<file path="src/rtl/gfa_pkg.sv">
// ============================================================================
// gfa_pkg -- shared types, constants and microcode for the GF(2^m) unit
// Holds the field-constant derivation, the x-times step of the multiplier
// and the control-store program that sequences every operation.
// ============================================================================
package gfa_pkg;

   localparam int WORD_BITS   = 64;
   localparam int RESULT_BITS = 63;
   localparam int DIGIT_BITS  = 8;
   localparam int MUL_STEPS   = WORD_BITS / DIGIT_BITS;
   localparam int STEP_W      = $clog2(MUL_STEPS);
   localparam int PC_W        = 4;
   localparam int FUNC_W      = 2;

   typedef logic [WORD_BITS-1:0] word_type;

   // operation codes (req_tuser)
   localparam logic [FUNC_W-1:0] FUNC_REDUCE   = 2'd0;
   localparam logic [FUNC_W-1:0] FUNC_MULTIPLY = 2'd1;
   localparam logic [FUNC_W-1:0] FUNC_POWER    = 2'd2;
   localparam logic [FUNC_W-1:0] FUNC_TRACE    = 2'd3;

   // micro-op kinds
   localparam logic [2:0] UOP_MUL   = 3'd0;  // run multiplier, write x
   localparam logic [2:0] UOP_PINIT = 3'd1;  // power setup
   localparam logic [2:0] UOP_TINIT = 3'd2;  // trace setup, skip if degree one
   localparam logic [2:0] UOP_EBIT  = 3'd3;  // pop exponent msb, skip multiply if zero
   localparam logic [2:0] UOP_LOOP  = 3'd4;  // count down, jump back while not done
   localparam logic [2:0] UOP_DONE  = 3'd5;  // post result

   // multiplier digit source
   localparam logic [1:0] BITS_X_RAW  = 2'd0;
   localparam logic [1:0] BITS_X_MASK = 2'd1;
   localparam logic [1:0] BITS_Y_MASK = 2'd2;

   // multiplier addend source (always masked to n bits)
   localparam logic [1:0] ADD_ONE = 2'd0;
   localparam logic [1:0] ADD_X   = 2'd1;
   localparam logic [1:0] ADD_Y   = 2'd2;

   // result source
   localparam logic [1:0] RES_X    = 2'd0;
   localparam logic [1:0] RES_SUM  = 2'd1;
   localparam logic [1:0] RES_ZERO = 2'd2;

   // program entry points
   localparam logic [PC_W-1:0] PC_REDUCE   = 4'd0;
   localparam logic [PC_W-1:0] PC_MULTIPLY = 4'd2;
   localparam logic [PC_W-1:0] PC_POWER    = 4'd4;
   localparam logic [PC_W-1:0] PC_TRACE    = 4'd10;
   localparam logic [PC_W-1:0] PC_NOFIELD  = 4'd14;

   localparam word_type RESET_MODULUS = 64'd19;

   typedef struct packed {
      logic [2:0]      kind;
      logic [1:0]      bits_sel;
      logic [1:0]      add_sel;
      logic            acc;
      logic [1:0]      res_sel;
      logic [PC_W-1:0] target;
   } uop_type;

   // modulus without its top term, low_mask(n), and bit n-1
   typedef struct packed {
      word_type red;
      word_type mask;
      word_type top;
   } field_type;

   typedef struct packed {
      logic     start;
      word_type bits;
      word_type addend;
   } mul_req_type;

   function automatic field_type field_from_modulus(input word_type m);
      word_type  s;
      field_type f;
      s = m;
      for (int k = 1; k < WORD_BITS; k = k * 2) begin
         s = s | (s >> k);
      end
      f.mask = s >> 1;
      f.top  = f.mask & ~(f.mask >> 1);
      f.red  = m & f.mask;
      return f;
   endfunction

   // v * x mod p, v below degree n
   function automatic word_type xtime(input word_type v, input field_type f);
      word_type r;
      r = (v << 1) & f.mask;
      if (|(v & f.top)) begin
         r = r ^ f.red;
      end
      return r;
   endfunction

   function automatic logic [PC_W-1:0] entry_pc(input logic [FUNC_W-1:0] func);
      logic [PC_W-1:0] pc;
      unique case (func)
         FUNC_REDUCE:   pc = PC_REDUCE;
         FUNC_MULTIPLY: pc = PC_MULTIPLY;
         FUNC_POWER:    pc = PC_POWER;
         FUNC_TRACE:    pc = PC_TRACE;
         default:       pc = PC_NOFIELD;
      endcase
      return pc;
   endfunction

   function automatic uop_type mk(input logic [2:0] kind, input logic [1:0] bs,
                                  input logic [1:0] as, input logic acc,
                                  input logic [1:0] rs, input logic [PC_W-1:0] tgt);
      uop_type u;
      u.kind     = kind;
      u.bits_sel = bs;
      u.add_sel  = as;
      u.acc      = acc;
      u.res_sel  = rs;
      u.target   = tgt;
      return u;
   endfunction

   // control store
   function automatic uop_type uop_rom(input logic [PC_W-1:0] pc);
      uop_type u;
      unique case (pc)
         // reduce: Horner over all 64 bits of a
         4'd0:  u = mk(UOP_MUL,   BITS_X_RAW,  ADD_ONE, 1'b0, RES_X,    4'd0);
         4'd1:  u = mk(UOP_DONE,  BITS_X_RAW,  ADD_ONE, 1'b0, RES_X,    4'd0);
         // multiply
         4'd2:  u = mk(UOP_MUL,   BITS_Y_MASK, ADD_X,   1'b0, RES_X,    4'd0);
         4'd3:  u = mk(UOP_DONE,  BITS_X_RAW,  ADD_ONE, 1'b0, RES_X,    4'd0);
         // power: left-to-right square and multiply
         4'd4:  u = mk(UOP_PINIT, BITS_X_RAW,  ADD_ONE, 1'b0, RES_X,    4'd0);
         4'd5:  u = mk(UOP_MUL,   BITS_X_MASK, ADD_X,   1'b0, RES_X,    4'd0);
         4'd6:  u = mk(UOP_EBIT,  BITS_X_RAW,  ADD_ONE, 1'b0, RES_X,    4'd8);
         4'd7:  u = mk(UOP_MUL,   BITS_X_MASK, ADD_Y,   1'b0, RES_X,    4'd0);
         4'd8:  u = mk(UOP_LOOP,  BITS_X_RAW,  ADD_ONE, 1'b0, RES_X,    4'd5);
         4'd9:  u = mk(UOP_DONE,  BITS_X_RAW,  ADD_ONE, 1'b0, RES_X,    4'd0);
         // trace: n-1 squarings, fold bit 0 of each term
         4'd10: u = mk(UOP_TINIT, BITS_X_RAW,  ADD_ONE, 1'b0, RES_SUM,  4'd13);
         4'd11: u = mk(UOP_MUL,   BITS_X_MASK, ADD_X,   1'b0, RES_SUM,  4'd0);
         4'd12: u = mk(UOP_LOOP,  BITS_X_RAW,  ADD_ONE, 1'b1, RES_SUM,  4'd11);
         4'd13: u = mk(UOP_DONE,  BITS_X_RAW,  ADD_ONE, 1'b0, RES_SUM,  4'd0);
         // modulus 0 or 1 (no field)
         4'd14: u = mk(UOP_DONE,  BITS_X_RAW,  ADD_ONE, 1'b0, RES_ZERO, 4'd0);
         default: u = mk(UOP_DONE, BITS_X_RAW, ADD_ONE, 1'b0, RES_ZERO, 4'd0);
      endcase
      return u;
   endfunction

endpackage

</file>
<file path="src/rtl/gfa_mul.sv">
// ============================================================================
// gfa_mul -- digit-serial modular multiplier over GF(2)[x]
// MSB-first Horner: acc = acc*x mod p + (bit ? addend : 0), one 8-bit digit
// of the multiplier word per cycle. Multiplying by one gives plain reduction.
// ============================================================================
module gfa_mul (
   input  logic                 clock,
   input  logic                 reset,
   input  gfa_pkg::field_type   field,
   input  gfa_pkg::mul_req_type req,
   output logic                 done,
   output gfa_pkg::word_type    product
);
   import gfa_pkg::*;

   logic              run_ff,  run_in;
   logic              done_ff, done_in;
   logic [STEP_W-1:0] step_ff, step_in;
   word_type          bits_ff, bits_in;
   word_type          acc_ff,  acc_in;
   word_type          digit_acc;

   always_comb begin
      digit_acc = acc_ff;
      for (int j = 0; j < DIGIT_BITS; j++) begin
         digit_acc = xtime(digit_acc, field);
         if (bits_ff[WORD_BITS-1-j]) begin
            digit_acc = digit_acc ^ req.addend;
         end
      end
   end

   always_comb begin
      run_in  = run_ff;
      step_in = step_ff;
      bits_in = bits_ff;
      acc_in  = acc_ff;
      done_in = 1'b0;
      if (req.start) begin
         run_in  = 1'b1;
         step_in = '0;
         bits_in = req.bits;
         acc_in  = '0;
      end else if (run_ff) begin
         acc_in  = digit_acc;
         bits_in = bits_ff << DIGIT_BITS;
         step_in = step_ff + 1'b1;
         if (step_ff == STEP_W'(MUL_STEPS - 1)) begin
            run_in  = 1'b0;
            done_in = 1'b1;
         end
      end
   end

   always_ff @(posedge clock) begin
      if (reset) begin
         run_ff  <= 1'b0;
         done_ff <= 1'b0;
         step_ff <= '0;
      end else begin
         run_ff  <= run_in;
         done_ff <= done_in;
         step_ff <= step_in;
      end
      bits_ff <= bits_in;
      acc_ff  <= acc_in;
   end

   assign done    = done_ff;
   assign product = acc_ff;

endmodule

</file>
<file path="src/rtl/gf2m_field_arithmetic_top.sv">
// ============================================================================
// gf2m_field_arithmetic_top -- GF(2^m) polynomial-basis arithmetic unit
// Reduce, multiply, power and trace modulo a programmable polynomial,
// sequenced by a small control store around one shared multiplier.
// ============================================================================
// One item is worked at a time; req_tready is low from acceptance until the
// result is loaded into the output register, which can hold one finished
// item while the next is accepted. Every multiply, square or reduction goes
// through the shared multiplier at one 8-bit digit per cycle. Power walks all
// 64 exponent bits (each exponent bit costs a square plus, if set, a
// multiply); trace takes n-1 squarings; a modulus of 0 or 1 answers 0.
// field_modulus is derived into field constants as it is written, so an
// item may follow a write directly.
module gf2m_field_arithmetic_top (
   input  logic                              clock,
   input  logic                              reset,
   // configuration
   input  logic                              csr_wr_en,
   input  gfa_pkg::word_type                 csr_wr_data,  // field_modulus
   // request
   input  logic                              req_tvalid,
   output logic                              req_tready,
   input  logic [2*gfa_pkg::WORD_BITS-1:0]   req_tdata,    // operand_a, operand_b
   input  logic [gfa_pkg::FUNC_W-1:0]        req_tuser,    // func
   // response
   output logic                              rsp_tvalid,
   input  logic                              rsp_tready,
   output gfa_pkg::word_type                 rsp_tdata     // result, zero pad
);
   import gfa_pkg::*;

   field_type         field_ff,    field_in;
   logic              field_ok_ff, field_ok_in;
   logic              active_ff,   active_in;
   logic              started_ff,  started_in;
   logic [PC_W-1:0]   pc_ff,       pc_in;
   word_type          x_ff,        x_in;
   word_type          y_ff,        y_in;
   word_type          e_ff,        e_in;
   word_type          cnt_ff,      cnt_in;
   logic              sum_ff,      sum_in;
   logic              rsp_valid_ff, rsp_valid_in;
   logic [RESULT_BITS-1:0] rsp_data_ff, rsp_data_in;

   uop_type           uop;
   mul_req_type       mul_req;
   logic              mul_done;
   word_type          mul_product;
   logic              accept;
   logic [PC_W-1:0]   pc_next;

   gfa_mul u_mul (
      .clock   (clock),
      .reset   (reset),
      .field   (field_ff),
      .req     (mul_req),
      .done    (mul_done),
      .product (mul_product)
   );

   assign uop     = uop_rom(pc_ff);
   assign accept  = req_tvalid && req_tready;
   assign pc_next = pc_ff + 1'b1;

   // operand routing into the multiplier
   always_comb begin
      mul_req.start = 1'b0;
      case (uop.bits_sel)
         BITS_X_MASK: mul_req.bits = x_ff & field_ff.mask;
         BITS_Y_MASK: mul_req.bits = y_ff & field_ff.mask;
         default:     mul_req.bits = x_ff;
      endcase
      case (uop.add_sel)
         ADD_X:   mul_req.addend = x_ff & field_ff.mask;
         ADD_Y:   mul_req.addend = y_ff & field_ff.mask;
         default: mul_req.addend = word_type'(1) & field_ff.mask;
      endcase
      if (active_ff && uop.kind == UOP_MUL && !started_ff) begin
         mul_req.start = 1'b1;
      end
   end

   // sequencer
   always_comb begin
      field_in     = field_ff;
      field_ok_in  = field_ok_ff;
      active_in    = active_ff;
      started_in   = started_ff;
      pc_in        = pc_ff;
      x_in         = x_ff;
      y_in         = y_ff;
      e_in         = e_ff;
      cnt_in       = cnt_ff;
      sum_in       = sum_ff;
      rsp_valid_in = rsp_valid_ff;
      rsp_data_in  = rsp_data_ff;

      if (csr_wr_en) begin
         field_in    = field_from_modulus(csr_wr_data);
         field_ok_in = |csr_wr_data[WORD_BITS-1:1];
      end

      if (rsp_valid_ff && rsp_tready) begin
         rsp_valid_in = 1'b0;
      end

      if (accept) begin
         x_in       = req_tdata[WORD_BITS-1:0];
         y_in       = req_tdata[2*WORD_BITS-1:WORD_BITS];
         sum_in     = req_tdata[0];
         pc_in      = field_ok_ff ? entry_pc(req_tuser) : PC_NOFIELD;
         active_in  = 1'b1;
         started_in = 1'b0;
      end else if (active_ff) begin
         unique case (uop.kind)
            UOP_MUL: begin
               if (!started_ff) begin
                  started_in = 1'b1;
               end else if (mul_done) begin
                  x_in       = mul_product;
                  started_in = 1'b0;
                  pc_in      = pc_next;
               end
            end
            UOP_PINIT: begin
               e_in   = y_ff;
               y_in   = x_ff;
               x_in   = word_type'(1);
               cnt_in = '1;
               pc_in  = pc_next;
            end
            UOP_TINIT: begin
               // mask >> 1 holds n-1 ones: one per squaring
               cnt_in = field_ff.mask >> 1;
               pc_in  = (|field_ff.mask[WORD_BITS-1:1]) ? pc_next : uop.target;
            end
            UOP_EBIT: begin
               e_in  = e_ff << 1;
               pc_in = e_ff[WORD_BITS-1] ? pc_next : uop.target;
            end
            UOP_LOOP: begin
               cnt_in = cnt_ff >> 1;
               if (uop.acc) begin
                  sum_in = sum_ff ^ x_ff[0];
               end
               pc_in = (|cnt_ff[WORD_BITS-1:1]) ? uop.target : pc_next;
            end
            UOP_DONE: begin
               if (!rsp_valid_ff || rsp_tready) begin
                  rsp_valid_in = 1'b1;
                  case (uop.res_sel)
                     RES_X:   rsp_data_in = x_ff[RESULT_BITS-1:0];
                     RES_SUM: rsp_data_in = RESULT_BITS'(sum_ff);
                     default: rsp_data_in = '0;
                  endcase
                  active_in = 1'b0;
               end
            end
            default: active_in = 1'b0;
         endcase
      end
   end

   always_ff @(posedge clock) begin
      if (reset) begin
         field_ff     <= field_from_modulus(RESET_MODULUS);
         field_ok_ff  <= 1'b1;
         active_ff    <= 1'b0;
         started_ff   <= 1'b0;
         pc_ff        <= '0;
         rsp_valid_ff <= 1'b0;
      end else begin
         field_ff     <= field_in;
         field_ok_ff  <= field_ok_in;
         active_ff    <= active_in;
         started_ff   <= started_in;
         pc_ff        <= pc_in;
         rsp_valid_ff <= rsp_valid_in;
      end
      x_ff        <= x_in;
      y_ff        <= y_in;
      e_ff        <= e_in;
      cnt_ff      <= cnt_in;
      sum_ff      <= sum_in;
      rsp_data_ff <= rsp_data_in;
   end

   assign req_tready = !active_ff;
   assign rsp_tvalid = rsp_valid_ff;
   assign rsp_tdata  = {1'b0, rsp_data_ff};

   // an accepted item holds off the next one
   a_busy_after_accept: assert property (@(posedge clock) disable iff (reset)
      (req_tvalid && req_tready) |=> !req_tready)
      else $error("input taken again right after an accept");

   // multiplier results only land on a started multiply step
   a_mul_done_owner: assert property (@(posedge clock) disable iff (reset)
      mul_done |-> (active_ff && started_ff && uop.kind == UOP_MUL))
      else $error("multiplier finished with no multiply step waiting");

   // no arithmetic runs without a field
   a_mul_needs_field: assert property (@(posedge clock) disable iff (reset)
      mul_req.start |-> field_ok_ff)
      else $error("multiplier started for a modulus of degree zero");

endmodule

</file>
<file path="config.mk">
export PLATFORM = sky130hd
export DESIGN_NAME = gf2m_field_arithmetic_top
export DESIGN_NICKNAME = d
export VERILOG_FILES = /design/src/rtl/gfa_pkg.sv /design/src/rtl/gfa_mul.sv /design/src/rtl/gf2m_field_arithmetic_top.sv
export SDC_FILE = /design/constraint.sdc
export NUM_CORES = 2
export LEC_CHECK = 0
export BUFFER_PORTS_ARGS = -buffer_cell sky130_fd_sc_hd__buf_2
export CAP_MARGIN = 20
export CORE_MARGIN = 2
export CORE_UTILIZATION = 49
export CTS_BUF_LIST = sky130_fd_sc_hd__clkbuf_8
export DETAILED_ROUTE_END_ITERATION = 8
export GPL_TIMING_DRIVEN = 0
export HOLD_SLACK_MARGIN = 0.05
export PLACE_DENSITY = 0.66
export RECOVER_POWER = 100
export REMOVE_ABC_BUFFERS = 1
export SLEW_MARGIN = 10
export SYNTH_ARGS = -nofsm -noshare
export SYNTH_HDL_FRONTEND = slang
export SYNTH_SLANG_ARGS = --single-unit
</file>
<file path="constraint.sdc">
create_clock -name clock -period 17.4 [get_ports clock]
set_input_delay 0.87 -clock clock [delete_from_list [all_inputs] [get_ports clock]]
set_output_delay 0.87 -clock clock [all_outputs]
set_load 0.01 [all_outputs]
</file>
## Word level (Yosys, flattened, before mapping)

Memories as Yosys holds them, arrays and structs flattened. A register that Yosys moved wholly into a read port is not among the register bits.
Cells that the tools add are included.

| cells by class | value |
|---|---|
| bitwise logic cells | 46 |
| eq/ne operators | 16 |
| mux-type cells | 63 |
| $add $sub $neg | 2 |
| reduce and logical (&&, ||, !) cells | 43 |

Operator list:

| kind | number |
|---|---|
| $mux W64 | 25 |
| $xor A64 B64 Y64 | 16 |
| $and A64 B63 Y64 | 11 |
| $and A64 B64 Y64 | 8 |
| $pmux W64 S2 | 4 |
| $reduce_or A64 Y1 | 8 |
| $pmux W64 S3 | 1 |
| $pmux W63 S2 | 1 |
| $reduce_or A63 Y1 | 2 |
| $and A63 B64 Y64 | 1 |
| $not A62 Y64 | 1 |
| $or A64 B32 Y64 | 1 |
| $or A64 B48 Y64 | 1 |
| $or A64 B56 Y64 | 1 |
| $or A64 B60 Y64 | 1 |
| $or A64 B62 Y64 | 1 |
| $or A64 B63 Y64 | 1 |
| $reduce_or A62 Y1 | 1 |
| $mux W4 | 10 |
| $pmux W4 S5 | 1 |
| $mux W1 | 19 |
| $pmux W4 S4 | 1 |
| $reduce_and A4 Y1 | 3 |
| $reduce_bool A2 Y1 | 6 |
| 24 further kinds | 45 |

| storage, ports and cells | value |
|---|---|
| bits in registers | 652 |
| word-level logic and storage cells | 190 |
| memory bits (read-only) | 224 |
| memories | 1 |
| input port bits | 199 |
| output and inout port bits | 66 |

Memory list:

| memory | depth | width | read ports | clocked after Yosys merged registers in | wr ports | line | text |
|---|---|---|---|---|---|---|---|
| (name not given) | 16 | 14 | 1 | 1 | 0 | gfa_pkg.sv:129 | `unique case (pc)` |

## Logic depth before layout (Yosys ltp)

| depth | value |
|---|---|
| depth after elaboration | 40 |
| depth in mapped cells | 61 |
| mapped depth without buffers | 44 |

## Cells and area by module

From an unflattened synthesis, not the netlist that was laid out.

| unflattened totals | value |
|---|---|
| cell total of the unflattened synthesis | 6427 |
| area total of the unflattened synthesis | 51064.0 sq um |

By module, submodules not included:

| module | sequential area each (sq um) | cells an instance | instances | area each (sq um) |
|---|---|---|---|---|
| gfa_mul | 3303.2 | 4025 | 1 | 27234.9 |
| gf2m_field_arithmetic_top | 13743.2 | 2402 | 1 | 23829.1 |

## Worst setup path after synthesis

No wires, ideal clock.

| timing path | value |
|---|---|
| kind | register to register |
| from | reg field_ff[44] in the netlist's numbering |
| to | reg u_mul.acc_ff[59], in the netlist u_mul.product[59] |
| setup slack | 5.558 ns |
| path buffers | 11 |
| clock period less this slack | 11.842 ns |
| library setup time | 0.128 ns |
| arrival time | 11.714 ns |
| data required time | 17.272 ns |
| cell stages (with the launch flop) | 54 |
| path through | dfxtp_1 buf_2 a22oi_1 o221ai_1 or3_1 or4_1 buf_2 buf_2 a21oi_1 nor3b_1 a2111o_1 nor4_1 nand4_1 buf_2 a21oi_1 nor3b_1 a2111o_1 nor4_1 [... 18 more ...] nor4_1 nand4_1 buf_2 a21oi_1 nor3b_1 a2111o_1 nor4_1 nand4_1 clkbuf_1 a21oi_1 nor3b_1 a2111o_1 nor4_1 nand4_1 clkbuf_1 a21o_1 a31oi_1 nor2_1 |

| on the way | value |
|---|---|
| word-level cells in the longest chain between the ends | 40 |
| elaborated cells between the ends (all ways) | 54 |
| those cells by class | mux (16); bitwise (30); reduce/logical (8) |

RTL lines:

| element | line | text |
|---|---|---|
| start: declaration | gf2m_field_arithmetic_top.sv:32 | `field_type field_ff, field_in;` |
| start signal: assignment | gf2m_field_arithmetic_top.sv:166 | `field_ff <= field_from_modulus(RESET_MODULUS);` |
| start signal: assignment | gf2m_field_arithmetic_top.sv:173 | `field_ff <= field_in;` |
| $and A64 B64 Y64 | gfa_pkg.sv:95 | `if (\|(v & f.top)) begin` |
| $reduce_or A64 Y1 | gfa_pkg.sv:95 |  |
| $mux W64 | gfa_pkg.sv:95 |  |
| $xor A64 B64 Y64 | gfa_mul.sv:28 | `digit_acc = digit_acc ^ req.addend;` |
| $mux W64 | gfa_mul.sv:27 | `if (bits_ff[WORD_BITS-1-j]) begin` |
| $and A64 B64 Y64 or $and A64 B63 Y64 (tied branches) | gfa_pkg.sv:95, gfa_pkg.sv:94 |  |
| $reduce_or A64 Y1 or $xor A64 B64 Y64 (tied branches) | gfa_pkg.sv:95, gfa_pkg.sv:96 |  |
| $mux W64 | gfa_pkg.sv:95 |  |
| [... 24 more ...] | - |  |
| $mux W64 | gfa_pkg.sv:95 |  |
| $xor A64 B64 Y64 | gfa_mul.sv:28 |  |
| $mux W64 | gfa_mul.sv:27 |  |
| $and A64 B64 Y64 or $and A64 B63 Y64 (tied branches) | gfa_pkg.sv:95, gfa_pkg.sv:94 |  |
| $reduce_or A64 Y1 or $xor A64 B64 Y64 (tied branches) | gfa_pkg.sv:95, gfa_pkg.sv:96 |  |
| $mux W64 * | gfa_pkg.sv:95 |  |
| $xor A64 B64 Y64 | gfa_mul.sv:28 |  |
| $mux W64 * | gfa_mul.sv:27 |  |
| end signal: assignment | gfa_mul.sv:66 | `acc_ff <= acc_in;` |
| end: declaration | gfa_mul.sv:20 | `word_type acc_ff, acc_in;` |

Every way passes the cells marked *; elsewhere a longest branch is shown, timed or not.
A chain may end at the register's enable or synchronous reset.

## Worst setup path after layout

| timing path | value |
|---|---|
| from | reg u_mul.acc_ff[42], in the netlist u_mul.product[42] |
| to | reg u_mul.acc_ff[4], in the netlist u_mul.product[4] |

| on the way | value |
|---|---|
| word-level cells in the longest chain between the ends | 40 |
| elaborated cells between the ends (all ways) | 56 |
| those cells by class | mux (16); bitwise (32); reduce/logical (8) |

RTL lines:

| element | line |
|---|---|
| $and A64 B64 Y64 or $and A64 B63 Y64 (tied branches) | gfa_pkg.sv:95, gfa_pkg.sv:94 |
| $reduce_or A64 Y1 or $xor A64 B64 Y64 (tied branches) | gfa_pkg.sv:95, gfa_pkg.sv:96 |
| $mux W64 * | gfa_pkg.sv:95 |
| $xor A64 B64 Y64 | gfa_mul.sv:28 |
| $mux W64 * | gfa_mul.sv:27 |
| $and A64 B64 Y64 or $and A64 B63 Y64 (tied branches) | gfa_pkg.sv:95, gfa_pkg.sv:94 |
| $reduce_or A64 Y1 or $xor A64 B64 Y64 (tied branches) | gfa_pkg.sv:95, gfa_pkg.sv:96 |
| $mux W64 * | gfa_pkg.sv:95 |
| [... 24 more ...] | - |
| $mux W64 * | gfa_pkg.sv:95 |
| $xor A64 B64 Y64 | gfa_mul.sv:28 |
| $mux W64 * | gfa_mul.sv:27 |
| $and A64 B64 Y64 or $and A64 B63 Y64 (tied branches) | gfa_pkg.sv:95, gfa_pkg.sv:94 |
| $reduce_or A64 Y1 or $xor A64 B64 Y64 (tied branches) | gfa_pkg.sv:95, gfa_pkg.sv:96 |
| $mux W64 * | gfa_pkg.sv:95 |
| $xor A64 B64 Y64 | gfa_mul.sv:28 |
| $mux W64 * | gfa_mul.sv:27 |

Marks and branches as above.

==> summary.txt <==
Status -> finished with violations
Violated checks -> capacitance limit, slew limit, setup timing
CTS max path bufs -> 3
Worst setup margin -> -0.393 ns
Rows -> 116
Syn-to-layout area delta -> 11.4%
Hold endpoint -> y_ff[14]$_DFFE_PP_
CTS sink cnt -> 659
Core area -> 99900 sq um
Port bufs -> 263
Reg clk slew, reported paths -> 0.08 ns
Slowest stage cell, crit path -> nor3b_1
Syn Area/Cell -> 7.92 sq um
Yosys cell types -> 57
Crit path required time -> 18.10 ns
Clk pwr share -> 25.5%
Grt total ovfl -> 0
Max Cap Viol -> 27
Total Nets Final -> 6392
Post-DP HPWL -> 194 mm
Crit path arrival time -> 18.49 ns
Multiplexer share of the synthesized area -> 1.58%
Initial Utilization -> 49.3%
TritonRoute pass-1 iters -> 6
Seq/Total Area, Yosys -> 34.6%
# setup viols final -> 57
Compound-Gate Fraction of Synth Area -> 15.8%
Via count -> 50795
Yosys reg bits -> 659
Worst skew pair latency -> 0.88 ns
Largest net degree at the start of global routing -> 140
Number of antenna violations at the first check in global routing -> 18
Mapped cell area -> 49200 sq um
Hold crit path type -> in2reg
Post-route ant nets -> 0
Main combinational cell family by area after synthesis -> simple AND/OR/NAND/NOR gates
Cts bufs inserted -> 112
Hold path depth -> 3
Worst Tran Pin Value -> 5.02 ns
# IOs -> 265
Fillers -> 9490
Sequential share of power -> 37.7%
Crit Path Class -> reg2reg
Worst R2R End -> u_mul.product[4]$_SDFFE_PP0P_
Maximum vdd drop -> 101 uV
Die Area -> 103000 sq um
Cell Pwr Density -> 110 nW/um^2
Routed len/inst -> 33.4 microns
CP dominant cell by count -> buf_8
CP Max Fanout -> 58
Vias in the first global route -> 44842
1st-iter DRT viols -> 8392
Worst r2r path cells -> 64
Post-synth ARST share -> 0%
Internal Power -> 3.47 mW
TritonCTS clock tree -> yes
Switch Pwr -> 2.56 mW
Post-route DRC -> 0
CP Capture Type -> flop
Synth Area in Simple Gates -> 31.5%
Main synth FF type -> edfxtp_1
Number of synthesized flops with an enable pin -> 383
Fin crit period -> 17.79 ns
GP Congestion -> 1.09
R2r startpoint -> u_mul.product[42]$_SDFFE_PP0P_
Warnings, synthesis -> 0
Clock root buffer -> clkbuf_8
Slew Limit Fails -> 1079
Synth Area in Adders -> 0.280%
First-pass GRT wire length -> 348 mm
Top cells by area, synth -> edfxtp_1 23%, dfxtp_1 11%, nand2_1 9.1%
Reg area -> 17000 sq um
Leading post-synthesis cells by instance count -> 1195 x nand2_1, 518 x nand3_1, 487 x xor2_1, 451 x clkbuf_1, 442 x a21oi_1
CP Launch Type -> flop
Layout Cells excl Fill -> 7585
Total power -> 6.03 mW
Area occupied by multi-input gates -> 30200 sq um
H-tree Lvls -> 3
Chip Width -> 321 microns
Post-Synth XOR/XNOR Area -> 11.1%
Unrepaired setup endpoints after global routing -> false
Dpl cells -> 7339
Overall routing resource usage -> 47.7%
Worst slew margin -> -235%
Gate power share -> 36.8%
DR vias/cell -> 6.70
Post-Route WL -> 253 mm
Synth top area share -> 23.4%
Fin crit share -> 102%
Hold buffer count at cts -> 0
CP max stage delay -> 0.94 ns
Flop-to-flop setup slack -> -0.39 ns
Leakage -> 17.5 nW
Die H -> 321 microns
Synth Instances -> 6211
Final hold violations -> 0
Layout cells sized above 1 -> 10.5%
Fmax -> 56.2 MHz
Hold_sp -> req_tdata[78]
Area leader, netlist -> edfxtp_1
Switching share of power -> 42.5%
Final Skew -> 0.0782 ns
Count leader, synth -> nand2_1
cell usage in the layout, fill, tap and decap left out, types with 27 or more instances in the layout:
master     synthesis  routed
a2111o_1          64      64
a211oi_1          60      60
a21o_1            71      71
a21oi_1          442     441
a221oi_1          67      61
a22o_1           136     136
a22oi_1          138     131
a31oi_1           57      57
and2_0             0      36
and2_1            67      31
buf_2             53     195
buf_4              3      29
buf_6              0      44
buf_8              0      27
clkbuf_1         451      96
clkbuf_8           0     123
dfxtp_1          276     260
edfxtp_1         383     383
inv_1             73     112
mux2_2            63      56
nand2_1         1195    1195
nand3_1          518     518
nand3b_1         392     392
nor2_1           348     348
nor2b_1          137     113
nor3b_1          187     175
nor4_1            62      51
o2111ai_1         33      31
xnor2_1          137     135
xor2_1           487     485
metal layers:
| layer | share of wire [%] | GRT usage (%) | up-vias |
|---|---|---|---|
| li1 | - | - | 21901 |
| met4 | 7.4 | 29.4 | 16 |
| met1 | 38 | 63.2 | 24521 |
| met3 | 14 | 14.9 | 740 |
| met5 | 0.095 | 1.09 | - |
| met2 | 40 | 67.3 | 3617 |
layout make-up:
type / count / share of cell area [%]
multi-input combinational: 4905 / 55.0
sequential: 659 / 31.1
timing repair buffer: 430 / 5.97
clock buffer: 123 / 3.09
tap: 1298 / 2.96
clock inverter: 86 / 1.28
inverter: 74 / 0.516
antenna: 10 / 0.0457
power by group through the flow:
stage               Sequential [mW]  Clock (mW)  Combinational (mW)
floorplan                      2.09           0                1.11
global placement               2.30           0                1.80
detailed placement             2.26           0                2.09
CTS                            2.23        1.55                2.15
global route                   2.27        1.61                2.29
finish                         2.27        1.54                2.22
through the flow:
step | area (sq um) | util [%] | TNS [ns] | hold slack, ns | setup WS (ns)
finish | 54800 | 54.9 | -12.59 | 0.288 | -0.393
global route | 54800 | 54.9 | 0 | 0.273 | 0.0161
CTS | 55100 | 55.2 | 0 | 0.260 | 0.154
detailed placement | 52400 | 52.5 | -336.08 | 0.514 | -5.63
global placement | 49900 | 50.0 | -2985.46 | 0.492 | -45.32
floorplan | 47000 | - | -808.63 | 0.448 | -12.88
flip-flops by register name, indices dropped and copies added (netlist names):
| signal | count |
|---|---|
| field_ff | 188 |
| e_ff | 64 |
| u_mul.bits_ff | 64 |
| x_ff | 64 |
| y_ff | 64 |
| cnt_ff | 63 |
| rsp_data_ff | 63 |
| u_mul.product | 63 |
| uop | 13 |
| pc_ff | 4 |
| u_mul.step_ff | 3 |
| active_ff | 1 |
| rsp_tvalid | 1 |
| started_ff | 1 |
| sum_ff | 1 |
| u_mul.done | 1 |
| u_mul.run_ff | 1 |
repair_timing:
item / in CTS / in global routing
resized for setup: 34 / 55
gates cloned: 2 / 0
endpoints found under the setup margin: 63 / 63
pin swaps: 9 / 9
endpoints found under the hold margin: 0 / 0
buffers inserted: 17 / 3
critical path: cells and delay by family, from the launching register on:
family          cells  cell delay [ns]
compound gates     12             3.53
xor+xnor            2             1.24
buf+inv            22             4.18
flops               1             0.52
simple gates       28             7.91
how the worst max path moves through the flow:
stage / cells after the start / slack (ns) / startpoint / to
after detailed placement: 66 / -5.63 / u_mul.product[40]$_SDFFE_PP0P_ / u_mul.product[4]$_SDFFE_PP0P_
final: 64 / -0.39 / u_mul.product[42]$_SDFFE_PP0P_ / u_mul.product[4]$_SDFFE_PP0P_
after CTS: 66 / 0.15 / field_ff[44]$_SDFFE_PP0P_ / u_mul.product[4]$_SDFFE_PP0P_
after global routing: 67 / 0.02 / u_mul.product[5]$_SDFFE_PP0P_ / u_mul.product[13]$_SDFFE_PP0P_
after floorplan: 43 / -12.88 / uop[7]$_DFF_P_ / u_mul.product[21]$_SDFFE_PP0P_
after global placement: 43 / -45.32 / uop[7]$_DFF_P_ / u_mul.product[28]$_SDFFE_PP0P_
cells by family (layout without fill, tap and decap cells):
kind of cell	count (synthesis)	in the layout
compound gates	1123	1123
xor+xnor	624	624
fa+ha+maj	11	11
buf+inv	649	713
flops	659	659
mux	70	70
other cells	1	11
simple gates	3074	3076
Note: power is estimated with default switching activity, not from simulation.
